### config.mk
export PLATFORM = sky130hd
export DESIGN_NAME = amgt_ram
export DESIGN_NICKNAME = d
export VERILOG_FILES = /design/src/sv/amgt_ram.sv
export SDC_FILE = /design/constraint.sdc
export NUM_CORES = 1
export LEC_CHECK = 0
export ABC_CLOCK_PERIOD_IN_PS = 2800
export CAP_MARGIN = 10
export CORE_MARGIN = 8
export CORE_UTILIZATION = 31
export CTS_BUF_LIST = sky130_fd_sc_hd__clkbuf_16
export CTS_CLUSTER_DIAMETER = 200
export DETAILED_ROUTE_END_ITERATION = 10
export DONT_BUFFER_PORTS = 1
export HOLD_SLACK_MARGIN = 0.1
export PLACE_DENSITY_LB_ADDON = 0.12
export SETUP_SLACK_MARGIN = 0.1
export SYNTH_ARGS = -nofsm -noshare
export SYNTH_HDL_FRONTEND = slang
export SYNTH_SLANG_ARGS = --single-unit
### constraint.sdc
create_clock -name clk -period 2.8 [get_ports clk]
set_input_delay 0.56 -clock clk [delete_from_list [all_inputs] [get_ports clk]]
set_output_delay 0.56 -clock clk [all_outputs]
set_load 0.01 [all_outputs]
### src/sv/amgt_ram.sv
module amgt_ram #(
  parameter int WIDTH = 8,
  parameter int DEPTH = 64
) (
  input  logic                     clk,
  input  logic                     we,
  input  logic [$clog2(DEPTH)-1:0] waddr,
  input  logic [WIDTH-1:0]         wdata,
  input  logic [$clog2(DEPTH)-1:0] raddr,
  output logic [WIDTH-1:0]         rdata
);
  logic [WIDTH-1:0] mem [DEPTH];

  always_ff @(posedge clk) begin
    if (we) mem[waddr] <= wdata;
    rdata <= mem[raddr];
  end
endmodule

Word level (Yosys, flattened, before mapping)
Memories as Yosys holds them, arrays and structs flattened. A register that Yosys moved wholly into a read port is not among the register bits.
Index checks and enable logic that the tools add are counted.
{"block": "classes", "add_sub_neg": 0, "mul": 0, "div": 0, "n_lt_le_gt_ge": 0, "n_eq_ne": 0, "n_shift": 0, "mux": 2, "bitwise": 0, "n_reduce_logical": 0}
{"op": "$mux W1", "count": 2}
{"block": "word_totals", "ff_bits": 0, "latchBits": 0, "ram_bits": 512, "mem_bits_ro": 0, "in_bits": 22, "out_inout_bits": 8, "elab_cells": 3, "memories": 1}
{"memory": "mem", "depth": 64, "width": 8, "read_ports": 1, "rd_clocked_by_memory_dff": 1, "wr": 1, "line": "12", "rtl": "logic [WIDTH-1:0] mem [DEPTH];"}

Depth between registers and ports, before layout
{"block": "logic_depth", "ltp_word": 2, "depth_mapped": 9, "depth_no_buf": 5}

Worst setup path after synthesis
OpenSTA, ideal clock, no wires.
{"block": "synth_timing", "path_type": "input -> register", "start": "in raddr[1]", "end": "reg rdata[3], read port of mem", "setup_ns": 0.128, "arrival_time_ns": 2.100, "required_ns": 2.672, "setup_slack_ns": 0.572, "stages": 7, "path_buffers": 3, "path_cell_list": "buf_4 buf_2 buf_2 mux4_2 mux4_2 o21ai_1 o41ai_1"}
{"item": "start, declared", "line": "9", "rtl": "input logic [$clog2(DEPTH)-1:0] raddr,"}
{"item": "end, declared", "line": "10", "rtl": "output logic [WIDTH-1:0] rdata"}

==> flow_summary.toml <==
[outcome]
outcome = "complete, no violations"

[yosys]
ys.flop_type = "edfxtp_1"
yosys_warnings = 0
synthCells = 940
synth.largest_area_cell = "edfxtp_1"
ys_async_sr_fraction_pct = 0
synth_edf_count = 512
synth_top_area_share_pct = 76.2
synth.distinct_cells = 40
syn_avg_cell_area_um2 = 21.5
ys_seq_elements = 520
synth_nets = 962
syn_area_um2 = 20200
synth.cells.most_frequent = "512 x edfxtp_1, 126 x mux4_2, 83 x nor2_1"
yosysSeqAreaShare_pct = 77.0
synth_area_leaders = "edfxtp_1 76%, mux4_2 14%, nor2_1 1.5%, mux2i_1 1.1%, dfxtp_1 0.79%"
yosysMostFrequentCell = "edfxtp_1"

[run]
cap_viol_max_count = 0

[clock_network]
cts_inserted_buffers = 56
root_buffer = "clkbuf_16"
cts.sinks = 520
h-tree-depth = 2
cts_setup_buffers = 0
clock_latency_ns = 0.61
cts_tree = "yes"
clk_pin_slew_worst_paths_ns = 0.06
cts_max_path_buffers = 3

[critical_path]
crit_required_ns = 3.27
critical_path_class = "reg2reg"
reg2reg_depth = 5
startpoint_type = "register"
r2r-end = "rdata[6]"
r2r_slack_ns = 0.63
arrival_ns = 2.64
crit_path_max_fanout = 1
critPathCaptureType = "register"
r2r-start = "mem[29][6]"

[final_layout]
final_cells = 1936
drive_gt1_share_pct = 28.4
final_core_util_pct = 36.5
synthToLayoutAreaGrowth_pct = 16.5
postLayoutCellArea_um2 = 23500
nFillCells = 5917
diodes = 0
nets = 1061

[power_and_ir_drop]
peakVddDrop_mv = 0.454
p_leak_nw = 7.39
p_per_area_nw_per_um2 = 694
total_power_mw = 16.3

[timing]
rsz0062_at_grt = "no"
drv_slew = 0
period_minus_slack_ns = 2.17
hold_ws_ns = 0.141
skew_ns = 0.0152
finalWorstSetupSlack_ns = 0.631
tns_ns = 0
setup_viol = 0
worstMarginPinSlew_ns = 0.701
hold_viol = 0
relSlewSlack_pct = 53.1
fmax_mhz = 461
fin_crit_sh_pct = 77.5

[die]
ioPinCount = 30
die_area_um2 = 73500
core_region_area_um2 = 64300
rows = 93
die_y_um = 271
die_width_um = 271
initial_core_util_pct = 31.3

[worst_hold_path]
min_from = "raddr[5]"
whs_endpoint = "rdata[2]"
hold_depth = 2
hp-class = "in2reg"

[route]
wl_per_cell_um = 26.5
totalWireLength_um = 51300
antenna_left = 0
drc_errors = 0
first_pass_iters = 7
via_count = 9579
drtIter0Drc = 804
via_per_inst = 4.95

[placed_design]
place.gp.congestion = 0.743
placed_area_um2 = 21500
dp_cells = 1826
place_ws_ns = 0.351
portBuffers = 0
post-dp-hpwl_um = 29000

[global_route]
grt_pass1_wl_um = 74700
grt_pass1_vias = 10124
track_usage_pct = 13.9
antenna_found_initial = 0
grt_max_degree = 138
grt.overflow.total = 0
[worst max-delay path: stages, from the launching register on]
cell and delay, ns:
edfxtp_1 0.36, mux4_2 0.48, mux2_2 0.28, o221a_2 0.28, nor3_1 0.47, o32ai_1 0.17
[cell type report]
type	count	area (um^2)	share of cell area, %
well taps	855	1070	4.55
clock buffers	57	1430	6.07
multi-input cells	369	4320	18.4
clock inverters	43	292	1.24
repair buffers	92	856	3.64
flip-flops and latches	520	15500	66.1
[worst max-delay path by stage]
stage | startpoint | to | slack (ns) | cells after the start
global placement | raddr[0] | rdata[6] | 0.35 | 5
detailed placement | raddr[0] | rdata[6] | 0.35 | 5
finish | mem[29][6] | rdata[6] | 0.63 | 5
CTS | mem[29][6] | rdata[6] | 0.61 | 5
global route | mem[29][6] | rdata[6] | 0.49 | 5
floorplan | raddr[1] | rdata[3] | 0.57 | 7
[state kept, by name (all words and copies together), names as in the netlist]
register,count
mem,512
rdata,8
[report_power, final]
group	switching, mW	total (mW)	internal (mW)
clock	3.00	7.02	4.02
sequential	0.0403	8.65	8.61
combinational	0.330	0.629	0.299
[logic make-up after synthesis]
kind of cell / after synthesis / synth area share (%)
buf+inv: 51 / 1.57
flops: 520 / 77.0
simple gates: 153 / 3.39
compound gates: 54 / 2.07
mux: 162 / 15.9
[placed cells by master (no fill, tap or decap), types with 4 or more instances in the layout]
| master | instances |
|---|---|
| buf_16 | 8 |
| o22ai_1 | 8 |
| mux2i_1 | 23 |
| a211oi_1 | 4 |
| o221ai_1 | 8 |
| clkbuf_16 | 57 |
| nand3_1 | 13 |
| bufinv_16 | 4 |
| clkinv_1 | 15 |
| dfxtp_1 | 8 |
| clkinv_2 | 13 |
| buf_4 | 82 |
| nor3_1 | 7 |
| nand2b_1 | 7 |
| edfxtp_1 | 512 |
| nor2_1 | 83 |
| mux2_2 | 13 |
| mux4_2 | 126 |
| nand2_1 | 19 |
| inv_1 | 9 |
| a221oi_1 | 6 |
| nor2b_1 | 14 |
[per-layer routing]
metal  part of all wire [%]  global-route usage (%)  up-vias
met5                      0                       0        -
li1                       -                       -     4126
met1                     46                    19.4     5158
met4                    2.3                    4.00        0
met2                     47                    21.7      214
met3                    5.2                    2.92       81
[what timing repair did]
action | in CTS | in global routing
gates resized for setup | 0 | 0
hold buffers | 10 | 0
endpoints found under the hold margin | 516 | 0
No activity file was read; power rests on OpenSTA's default activity.
